$ cat src/rtl/rgm_pkg.sv
// Shared types and constants for the ramped gain mix matrix.
// Used by rgm_datapath, rgm_ctrl and the top level under rtl/; depends on nothing.
package rgm_pkg;

  localparam int ELEMENTS_DEF = 16;
  localparam int CHANNELS_DEF = 16;
  localparam int MAX_OUT      = 16;

  localparam int S_DATA_W = 80;
  localparam int M_DATA_W = 32;
  localparam int CFG_IDX_W = 2;
  localparam int CFG_DAT_W = 20;

  localparam logic [CFG_IDX_W-1:0] REG_DEFAULT_RAMP = 2'd0;
  localparam logic [CFG_IDX_W-1:0] REG_ACTIVE_CH    = 2'd1;

  localparam logic MODE_TARGET = 1'b0;
  localparam logic MODE_SAMPLE = 1'b1;

  typedef enum logic [3:0] {
    ST_CLEAR,
    ST_IDLE,
    ST_DECODE,
    ST_TGT,
    ST_CRD,
    ST_CWAIT,
    ST_CDIV,
    ST_SRL,
    ST_SRLW,
    ST_SRD,
    ST_SMUL,
    ST_SWR,
    ST_SDEC,
    ST_ERD,
    ST_EDAT
  } state_t;

  typedef struct packed {
    logic load;
    logic clr_wr;
    logic cnt_clr;
    logic cnt_inc;
    logic tgt_wr;
    logic rl_commit;
    logic rl_rd;
    logic rl_cap;
    logic rl_dec;
    logic gain_rd;
    logic commit_wr;
    logic div_start;
    logic step_wr;
    logic mul;
    logic smp_wr;
    logic acc_rd;
    logic emit_wr;
  } cmd_t;

  typedef struct packed {
    logic mode;
    logic e_ok;
    logic ch_ok;
    logic last_ch;
    logic last_el;
    logic ramp_zero;
    logic cnt_last;
    logic clr_last;
    logic div_done;
    logic out_busy;
  } sts_t;

endpackage

$ cat src/rtl/rgm_ctrl.sv
// Controller: sequences clearing, target commits, sample MAC/ramp passes
// and emission over the channel loop. Depends on rgm_pkg.
module rgm_ctrl
  import rgm_pkg::*;
(
  input  logic clk,
  input  logic rst,
  input  logic s_tvalid,
  output logic s_tready,
  input  sts_t sts,
  output cmd_t cmd
);

  state_t state, state_next;

  always_ff @(posedge clk) begin
    if (rst) begin
      state <= ST_CLEAR;
    end else begin
      state <= state_next;
    end
  end

  always_comb begin
    state_next = state;
    cmd        = '0;
    s_tready   = 1'b0;
    unique case (state)
      ST_CLEAR: begin
        cmd.clr_wr = 1'b1;
        if (sts.clr_last) begin
          cmd.cnt_clr = 1'b1;
          state_next  = ST_IDLE;
        end else begin
          cmd.cnt_inc = 1'b1;
        end
      end
      ST_IDLE: begin
        s_tready = 1'b1;
        if (s_tvalid) begin
          cmd.load    = 1'b1;
          cmd.cnt_clr = 1'b1;
          state_next  = ST_DECODE;
        end
      end
      ST_DECODE: begin
        priority if (sts.mode == MODE_TARGET) begin
          state_next = sts.e_ok ? ST_TGT : ST_IDLE;
        end else if (sts.e_ok) begin
          state_next = ST_SRL;
        end else begin
          state_next = sts.last_el ? ST_ERD : ST_IDLE;
        end
      end
      ST_TGT: begin
        cmd.tgt_wr = sts.ch_ok;
        if (sts.last_ch) begin
          cmd.rl_commit = 1'b1;
          state_next    = ST_CRD;
        end else begin
          state_next = ST_IDLE;
        end
      end
      ST_CRD: begin
        cmd.gain_rd = 1'b1;
        state_next  = ST_CWAIT;
      end
      ST_CWAIT: begin
        if (sts.ramp_zero) begin
          cmd.commit_wr = 1'b1;
          if (sts.cnt_last) begin
            cmd.cnt_clr = 1'b1;
            state_next  = ST_IDLE;
          end else begin
            cmd.cnt_inc = 1'b1;
            state_next  = ST_CRD;
          end
        end else begin
          cmd.div_start = 1'b1;
          state_next    = ST_CDIV;
        end
      end
      ST_CDIV: begin
        if (sts.div_done) begin
          cmd.step_wr = 1'b1;
          if (sts.cnt_last) begin
            cmd.cnt_clr = 1'b1;
            state_next  = ST_IDLE;
          end else begin
            cmd.cnt_inc = 1'b1;
            state_next  = ST_CRD;
          end
        end
      end
      ST_SRL: begin
        cmd.rl_rd  = 1'b1;
        state_next = ST_SRLW;
      end
      ST_SRLW: begin
        cmd.rl_cap = 1'b1;
        state_next = ST_SRD;
      end
      ST_SRD: begin
        cmd.gain_rd = 1'b1;
        state_next  = ST_SMUL;
      end
      ST_SMUL: begin
        cmd.mul    = 1'b1;
        state_next = ST_SWR;
      end
      ST_SWR: begin
        cmd.smp_wr = 1'b1;
        if (sts.cnt_last) begin
          cmd.cnt_clr = 1'b1;
          state_next  = ST_SDEC;
        end else begin
          cmd.cnt_inc = 1'b1;
          state_next  = ST_SRD;
        end
      end
      ST_SDEC: begin
        cmd.rl_dec = 1'b1;
        state_next = sts.last_el ? ST_ERD : ST_IDLE;
      end
      ST_ERD: begin
        if (!sts.out_busy) begin
          cmd.acc_rd = 1'b1;
          state_next = ST_EDAT;
        end
      end
      ST_EDAT: begin
        cmd.emit_wr = 1'b1;
        if (sts.cnt_last) begin
          cmd.cnt_clr = 1'b1;
          state_next  = ST_IDLE;
        end else begin
          cmd.cnt_inc = 1'b1;
          state_next  = ST_ERD;
        end
      end
      default: begin
        state_next = ST_IDLE;
      end
    endcase
  end

endmodule

$ cat config.mk
export PLATFORM = sky130hd
export DESIGN_NAME = rgm_ctrl
export DESIGN_NICKNAME = d
export VERILOG_FILES = /design/src/rtl/rgm_pkg.sv /design/src/rtl/rgm_ctrl.sv
export SDC_FILE = /design/constraint.sdc
export NUM_CORES = 1
export LEC_CHECK = 0
export BUFFER_PORTS_ARGS = -buffer_cell sky130_fd_sc_hd__buf_2
export CAP_MARGIN = 20
export CORE_AREA = 5 5 42 44
export DETAILED_ROUTE_END_ITERATION = 10
export DIE_AREA = 0 0 47 49
export GPL_ROUTABILITY_DRIVEN = 0
export GPL_TIMING_DRIVEN = 0
export PLACE_DENSITY_LB_ADDON = 0.1
export SLEW_MARGIN = 20
export SYNTH_ARGS = -nofsm -noshare
export SYNTH_HDL_FRONTEND = slang
export SYNTH_SLANG_ARGS = --single-unit
$ cat constraint.sdc
create_clock -name clk -period 3.77 [get_ports clk]
set_clock_uncertainty 0.2 [all_clocks]
set_input_delay 0.377 -clock clk [delete_from_list [all_inputs] [get_ports clk]]
set_output_delay 0.377 -clock clk [all_outputs]
set_load 0.02 [all_outputs]
==> metrics, run 1 <==
remaining global-route overflow=0; commonest non-fill, non-tap cells in the layout=buf_2, nor2_1, nand2_1; max_cap viols=0; antenna violations before repair=0; Reg with most FFs=state; Max Freq=440 MHz; vias=795; final hold vios=0; mapped cell area=621 sq um; relative slew slack=64.8%; io pins=31; Root Driver=clkbuf_4; warnings from Yosys=0; global-route usage over all layers=17.3%; Slew @ Worst Pin=0.528 ns; final-stage net count=141; Initial Utilization=44.3%; CORE AREA=0.00140 sq mm; number of routed nets with antenna violations=0; Routed WL per cell=13.2 um; min-delay worst type=in2reg; CTS buffer count=3; diodes inserted=0; DIE AREA=0.00230 sq mm; final setup vio count=0; crit path kind=reg2out; leak pwr=0.000418 uW; Reg clk slew, reported paths=0.04 ns; first-pass GRT wire length=3050 um; drt initial violations=39; RSZ-0062 raised after global routing=no; Critical Path Start Type=register; post-route setup slack=1.50 ns; clk_lat worst skew=0.23 ns; outcome=completed; I/O Buffers=30; Pwr per Cell Area=184 mW/mm^2; fin crit period=2.27 ns; pre-CTS setup slack=1.76 ns; Max VDD drop=0.139 mV; CP Data Arrival Time=1.69 ns; commonest non-fill, non-tap cell in the layout=buf_2; largest net degree at the start of global routing=11; Synth Register Bits=4; hold buffer count at CTS=0; DR pass1 iterations=4; die width=47 um; Slew Limit Fails=0; H-tree depth=1; Cell Chain, Critical Path=nor2b_1 > a22o_1 > a32oi_1 > o21ai_0 > buf_2; CP max stage cell=nor2b_1; Resized cells post-CTS=0; period utilization=60.2%; post-synthesis sequential area ratio=12.9%; setup TNS=0 ns; CTS tree=done; crit path max fanout=8; Residual DRC=0; Layout area overhead=31.0%; Mean Syn Cell Area=6.67 sq um; Worst Setup End Kind=primary output; vias in the first global route=710; Detailed Route WL=1880 um; cell row count=14; Vias per Instance=5.60; Largest register FFs=4; Regs by FF count=state x4; CP required=3.19 ns; share of layout cells above drive strength 1=36.5%; Synth cell types=32; DP HPWL=1470 um; DIE HEIGHT=49 um; maximum clock insertion buffer count=2; fill count=151; Sink Count=4; Synthesized Nets=106; Synth Instances=93; largest stage delay on the critical path=0.47 ns; Setup Buffers After CTS=0
[worst paths after layout]
| kind | depth (start not counted) | slack [ns] | end | from |
|---|---|---|---|---|
| max | 5 | 1.50 | cmd[14] | state[1] |
| min | 2 | 0.16 | state[1] | rst |
| max reg2reg | 4 | 2.11 | state[2] | state[1] |
| min reg2reg | 4 | 0.57 | state[3] | state[3] |
[synthesized netlist by cell type, drive strengths merged]
cell type | instances | share of area, %
o21ai | 6 | 4.8
nand3b | 1 | 1.2
nor2 | 10 | 6.0
o21a | 2 | 2.4
a22o | 1 | 1.4
a311oi | 1 | 1.4
nand2 | 9 | 5.4
a31oi | 1 | 1.0
nor4b | 2 | 3.8
inv | 3 | 1.8
nor3 | 6 | 4.8
nand2b | 6 | 6.0
and2b | 1 | 1.4
or2 | 1 | 1.0
o2111a | 2 | 3.6
dfxtp | 4 | 13
a32oi | 1 | 1.4
and3b | 1 | 1.4
a2111oi | 1 | 1.4
a21oi | 5 | 4.0
o311ai | 1 | 1.4
o22ai | 2 | 2.0
and4b | 1 | 1.6
and3 | 7 | 7.3
nand3 | 3 | 2.4
a211o | 1 | 1.4
nor2b | 5 | 5.0
mux2 | 1 | 1.8
buf | 8 | 9.5
[routing by layer]
metal / vias to the layer above / track usage, % / share of wire (%)
met3: 3 / 1.11 / 8.0
met2: 30 / 26.5 / 50
met1: 361 / 23.2 / 41
met4: 0 / 9.22 / 1.1
met5: - / 0 / 0
li1: 401 / - / -
[per-stage QoR]
step                util [%]  instances  hold WS [ns]  power [uW]  area, sq um
CTS                     58.0        142         0.152         152          813
floorplan                  -         93         0.246        78.5          621
global route            58.0        142         0.162         163          813
global placement        56.4        139         0.387        98.4          791
finish                  58.0        142         0.157         150          813
detailed placement      56.4        139         0.397        99.0          791
[critical path, delay by kind of cell (launching register included)]
| kind | cells | cell delay (ns) |
|---|---|---|
| AO/OA/AOI/OAI | 3 | 0.44 |
| flip-flops | 1 | 0.36 |
| buffers and inverters | 1 | 0.18 |
| AND/OR/NAND/NOR | 1 | 0.47 |
[final cells by class]
type	count	area (sq um)	area share (%)
timing repair buffer	30	150	18.5
inverter	3	11.3	1.38
tap	16	20.0	2.46
multi-input combinational	78	470	57.8
sequential	4	80.1	9.85
buffer	8	58.8	7.23
clock buffer	3	22.5	2.77
[power by group]
part | switching [uW] | internal, uW | total [uW]
combinational | 33.0 | 20.8 | 53.7
sequential | 1.59 | 43.9 | 45.5
clock | 15.0 | 35.4 | 50.4
total | 49.5 | 100 | 150
[kinds of logic (layout without fill, tap and decap cells)]
family | count (synthesis) | after routing | synth area share (%)
DFF | 4 | 4 | 12.9
muxes | 1 | 1 | 1.81
and+or+nand+nor | 53 | 53 | 47.6
buffers and inverters | 11 | 44 | 11.3
AOI/OAI and AO/OA | 24 | 24 | 26.4
Note: power is estimated with default switching activity, not from simulation.
==> run 2: changes to the inputs <==
--- a/config.mk
+++ b/config.mk
@@ -7,9 +7,9 @@
 export LEC_CHECK = 0
 export BUFFER_PORTS_ARGS = -buffer_cell sky130_fd_sc_hd__buf_2
 export CAP_MARGIN = 20
-export CORE_AREA = 5 5 42 44
+export CORE_MARGIN = 5
+export CORE_UTILIZATION = 44
 export DETAILED_ROUTE_END_ITERATION = 10
-export DIE_AREA = 0 0 47 49
 export GPL_ROUTABILITY_DRIVEN = 0
 export GPL_TIMING_DRIVEN = 0
 export PLACE_DENSITY_LB_ADDON = 0.1
==> constraint.sdc (replaced) <==
create_clock -name clk -period 2.3 [get_ports clk]
set_clock_uncertainty 0.2 [all_clocks]
set_input_delay 0.23 -clock clk [delete_from_list [all_inputs] [get_ports clk]]
set_output_delay 0.23 -clock clk [all_outputs]
set_load 0.02 [all_outputs]
==> run 2 against run 1 <==
Net effect:
- via count up 0.13%
- worst setup slack worse by 1.2 ns
- global-route usage up 0.76 points
- core utilization up 3.8 points
==> metrics, run 2 (synthesis gave the netlist of run 1 again) <==
outcome=completed; Reg with most FFs=state; Slew Limit Fails=0 (unchanged); DP HPWL=1470 um (+0.11%); die width=47.6 um (+1.2%); remaining global-route overflow=0 (unchanged); I/O Buffers=30 (unchanged); Setup Buffers After CTS=0 (unchanged); Reg2Reg Depth=4 (unchanged); final setup vio count=0 (unchanged); cell row count=13 (-1); RR Startpoint=state[3]; CORE AREA=0.00132 sq mm (-6.0%); clk_lat worst skew=0.23 ns (about the same); Placed Cells incl. Taps=138 (-0.72%); vias=796 (+0.13%); Detailed Route WL=1930 um (+2.7%); commonest non-fill, non-tap cells in the layout=buf_2, nor2_1, nand2_1; period utilization=88.1%; H-tree depth=1 (unchanged); max_cap viols=0 (unchanged); crit path kind=reg2out; Reg2Reg Setup Slack=0.63 ns (-1.48 ns); Initial Utilization=47.1% (+2.8 points); first-pass GRT wire length=2950 um (-3.4%); vias in the first global route=699 (-1.5%); commonest non-fill, non-tap cell in the layout=buf_2; Root Driver=clkbuf_4; number of routed nets with antenna violations=0 (unchanged); fin crit period=2.03 ns; Routed WL per cell=13.7 um (+3.4%); Max VDD drop=0.236 mV (+70%); Max Freq=494 MHz; DIE HEIGHT=47.6 um (-2.9%); diodes inserted=0 (unchanged); Final Core Density=61.8% (+3.8 points); maximum clock insertion buffer count=2 (unchanged); CTS tree=done; Vias per Instance=5.65 (+0.84%); Reg clk slew, reported paths=0.04 ns (about the same); reg-to-reg endpoint=state[2]; CP Capture Point=cmd[14]; final instance area=815 sq um (+0.15%); io pins=31 (unchanged); DR pass1 iterations=4 (unchanged); Residual DRC=0 (unchanged); Largest register FFs=4 (unchanged); RSZ-0062 raised after global routing=no; min-delay worst type=in2reg; placed cell areas=790 sq um (-0.16%); antenna violations before repair=0 (unchanged); crit path max fanout=8 (unchanged); Finished Layout Cells=141 (-0.70%); CP required=1.87 ns (-1.32 ns); CTS buffer count=3 (unchanged); share of layout cells above drive strength 1=37.3% (+0.79 points); largest net degree at the start of global routing=11 (unchanged); Sink Count=4 (unchanged); relative slew slack=75.5% (+11 points); Critical Path Start Type=register; drt initial violations=15 (-62%); Setup crit start=state[1]; global-route usage over all layers=18.1% (+0.76 points); final hold vios=0 (unchanged); Final Power=248 uW (+66%); setup TNS=0 ns (unchanged); CP Data Arrival Time=1.60 ns (-0.09 ns); DIE AREA=0.00226 sq mm (-1.8%); Slew @ Worst Pin=0.358 ns (-0.170 ns); Pwr per Cell Area=305 mW/mm^2 (+66%); Worst Setup End Kind=primary output; leak pwr=0.000418 uW (about the same); final-stage net count=141 (unchanged); Layout area overhead=31.3%; Regs by FF count=state x4
run 2: how the worst min path moves through the flow:
stage	from	endpoint	slack, ns	cells after the start
after CTS	rst	state[1]	0.007	2
after detailed placement	rst	state[1]	0.25	2
after floorplan	rst	state[1]	0.1	1
after global routing	rst	state[0]	0.01	2
after global placement	rst	state[1]	0.25	2
final	rst	state[1]	0.01	2
run 2: timing repair:
action	CTS	global route
hold buffers	0	0
resized for setup	0	1
setup endpoints to repair	0	1
run 2: worst max-delay path, cell delays in order, from the launching register on:
cell     delay [ns]
dfxtp_1        0.37
nor2b_2        0.37
a22o_1         0.20
a32oi_1        0.07
o21ai_0        0.16
buf_2          0.19
run 2: per-stage QoR:
stage	setup slack, ns	hold WS, ns
after detailed placement	0.410	0.254
after global placement	0.447	0.247
after global routing	0.133	0.0148
final	0.274	0.00998
after CTS	0.158	0.00736
after floorplan	0.517	0.0991
run 2: cell type report:
class                   instances  area [sq um]
multi-input cells              78           473
inverters                       3          11.3
well taps                      15          18.8
flip-flops and latches          4          80.1
fillers                       138           503
repair buffers                 30           150
clock buffers                   3          22.5
plain buffers                   8          58.8
run 2: where the power goes:
| part | switching, uW | internal (uW) | leakage [uW] |
|---|---|---|---|
| logic | 54.8 | 34.2 | 0.000372 |
| clock network | 26.9 | 58.2 | 0.0000138 |
| registers | 2.32 | 72.0 | 0.0000325 |
run 2: per-layer routing:
metal | up-vias | share of wire, % | global-route usage [%] | wire length [um]
met5 | - | 0 | 0 | 0
met4 | 0 | 1.9 | 5.91 | 37
met3 | 5 | 6.1 | 2.26 | 117
li1 | 406 | - | - | -
met1 | 362 | 46 | 23.1 | 887
met2 | 23 | 46 | 31.3 | 886
==> run 3: changes to the inputs <==
--- a/config.mk
+++ b/config.mk
@@ -7,8 +7,10 @@
 export LEC_CHECK = 0
 export BUFFER_PORTS_ARGS = -buffer_cell sky130_fd_sc_hd__buf_2
 export CAP_MARGIN = 20
+export CELL_PAD_IN_SITES_DETAIL_PLACEMENT = 1
+export CELL_PAD_IN_SITES_GLOBAL_PLACEMENT = 1
 export CORE_MARGIN = 5
-export CORE_UTILIZATION = 44
+export CORE_UTILIZATION = 29
 export DETAILED_ROUTE_END_ITERATION = 10
 export GPL_ROUTABILITY_DRIVEN = 0
 export GPL_TIMING_DRIVEN = 0
==> run 3 against run 2 <==
Net effect:
- fmax fell by 4.1%
- routed wire length is 18% higher
- final area up 1.5%
- sequential power barely moved
- core utilization fell by 21 points
- clock power shrank 0.6%
- sequential share of layout area down 0.15 points
- global-route usage fell by 3.2 points
- non-clock buffer count is the same
- die area up 40%
- flip-flop and latch count is the same
- final cell count rose by 8.5%
==> metrics, run 3 (synthesis gave the netlist of run 1 again) <==
reg-to-reg endpoint=state[2]; DR pass1 iterations=7 (+3); Reg clk slew, reported paths=0.04 ns (about the same); Residual DRC=0 (unchanged); Detailed Route WL=2280 um (+18%); final hold vios=0 (unchanged); Hold EP=state[3]; CP Data Arrival Time=1.68 ns (+0.08 ns); Placed Cells incl. Taps=150 (+8.7%); crit path kind=reg2out; H-tree depth=1 (unchanged); RR Startpoint=state[3]; cell row count=16 (+3); Pwr per Cell Area=302 mW/mm^2 (-0.98%); Final Core Density=41.3% (-21 points); vias in the first global route=820 (+17%); worst hold stages=2 (unchanged); drt initial violations=12 (-3); Worst Setup End Kind=primary output; Sink Count=4 (unchanged); Reg with most FFs=state; min-delay worst type=in2reg; leak pwr=0.000418 uW (about the same); CORE AREA=0.00200 sq mm (+52%); die width=56.3 um (+18%); share of layout cells above drive strength 1=36.5% (-0.79 points); Cell Chain, Critical Path=nor2b_1 > a22o_1 > a32oi_1 > o21ai_0 > buf_2; CP max stage cell=nor2b_1; DIE HEIGHT=56.3 um (+18%); Final Power=250 uW (+0.54%); commonest non-fill, non-tap cell in the layout=buf_2; Multi-input gate area=470 sq um (-0.53%); DIE AREA=0.00317 sq mm (+40%); fin crit period=2.11 ns (+0.0858 ns); Layout area overhead=33.3%; first-pass GRT wire length=3850 um (+31%); outcome=completed; RSZ-0062 raised after global routing=no; register area=80.1 sq um (unchanged); remaining global-route overflow=0 (unchanged); CTS buffer count=3 (unchanged); commonest non-fill, non-tap cells in the layout=buf_2, nor2_1, nand2_1; maximum clock insertion buffer count=2 (unchanged); antenna violations before repair=0 (unchanged); CP required=1.87 ns (about the same); vias=806 (+1.3%); Hold Crit Start=rst; Max Freq=474 MHz (-4.1%); io pins=31 (unchanged); fill count=299 (+120%); global-route usage over all layers=14.9% (-3.2 points); CTS tree=done; max_cap viols=0 (unchanged); Reg2Reg Setup Slack=0.61 ns (-0.02 ns); Routed WL per cell=14.9 um (+8.7%); period utilization=91.8% (+3.7 points); largest net degree at the start of global routing=11 (unchanged); Root Driver=clkbuf_4; I/O Buffers=30 (unchanged); final-stage net count=141 (unchanged); relative slew slack=67.8% (-7.8 points); Finished Layout Cells=153 (+8.5%); Slew @ Worst Pin=0.483 ns (+0.125 ns); hold buffer count at CTS=0 (unchanged); Largest register FFs=4 (unchanged); clk_lat worst skew=0.23 ns (about the same); Setup Buffers After CTS=0 (unchanged); Regs by FF count=state x4; largest stage delay on the critical path=0.44 ns (+0.07 ns); final setup vio count=0 (unchanged); Slew Limit Fails=0 (unchanged); Resized cells post-CTS=0 (unchanged); Critical Path Start Type=register; DP HPWL=1800 um (+22%); diodes inserted=0 (unchanged); setup TNS=0 ns (unchanged); crit path max fanout=8 (unchanged); Max VDD drop=0.249 mV (+5.5%); Vias per Instance=5.27 (-6.7%); Initial Utilization=31.0% (-16 points); number of routed nets with antenna violations=0 (unchanged); Reg2Reg Depth=4 (unchanged)
-- run 3: cell counts in the layout (fill, tap and decap cells not counted) --
Identical to the previous run, type by type.
-- run 3: worst max-delay path by stage --
stage | startpoint | to
detailed placement | state[1] | cmd[14]
floorplan | state[1] | cmd[14]
global route | state[1] | cmd[14]
CTS | state[1] | cmd[14]
finish | state[1] | cmd[14]
global placement | state[1] | cmd[14]
-- run 3: metal layers --
layer | GRT usage [%] | wire length [um] | part of all wire, %
met5 | 0 | 0 | 0
met4 | 3.05 | 0 | 0
met3 | 2.06 | 91 | 4.0
met2 | 26.5 | 1180 | 52
met1 | 18.9 | 1000 | 44
-- run 3: where the power goes --
group	internal [uW]	total (uW)	switching, uW
clock	58.2	84.6	26.4
sequential	72.0	74.5	2.57
combinational	34.1	90.6	56.5
-- run 3: final cells by class --
class	count	share of cell area [%]
plain buffers	8	7.11
repair buffers	30	18.2
well taps	27	4.08
inverters	3	1.36
flip-flops and latches	4	9.68
clock buffers	3	2.72
multi-input cells	78	56.9
-- run 3: worst max-delay path: cells and delay by family, from the launching register on --
family | cells | cell delay (ns)
AO/OA/AOI/OAI | 3 | 0.46
flip-flops | 1 | 0.37
AND/OR/NAND/NOR | 1 | 0.44
buffers and inverters | 1 | 0.18
-- run 3: through the flow --
step                setup slack, ns  cell area [sq um]  hold WS (ns)
finish                        0.189                827        0.0137
global route                 0.0491                827       0.00911
CTS                           0.160                827       0.00597
detailed placement            0.416                805         0.254
global placement              0.425                805         0.243
floorplan                     0.517                621        0.0991
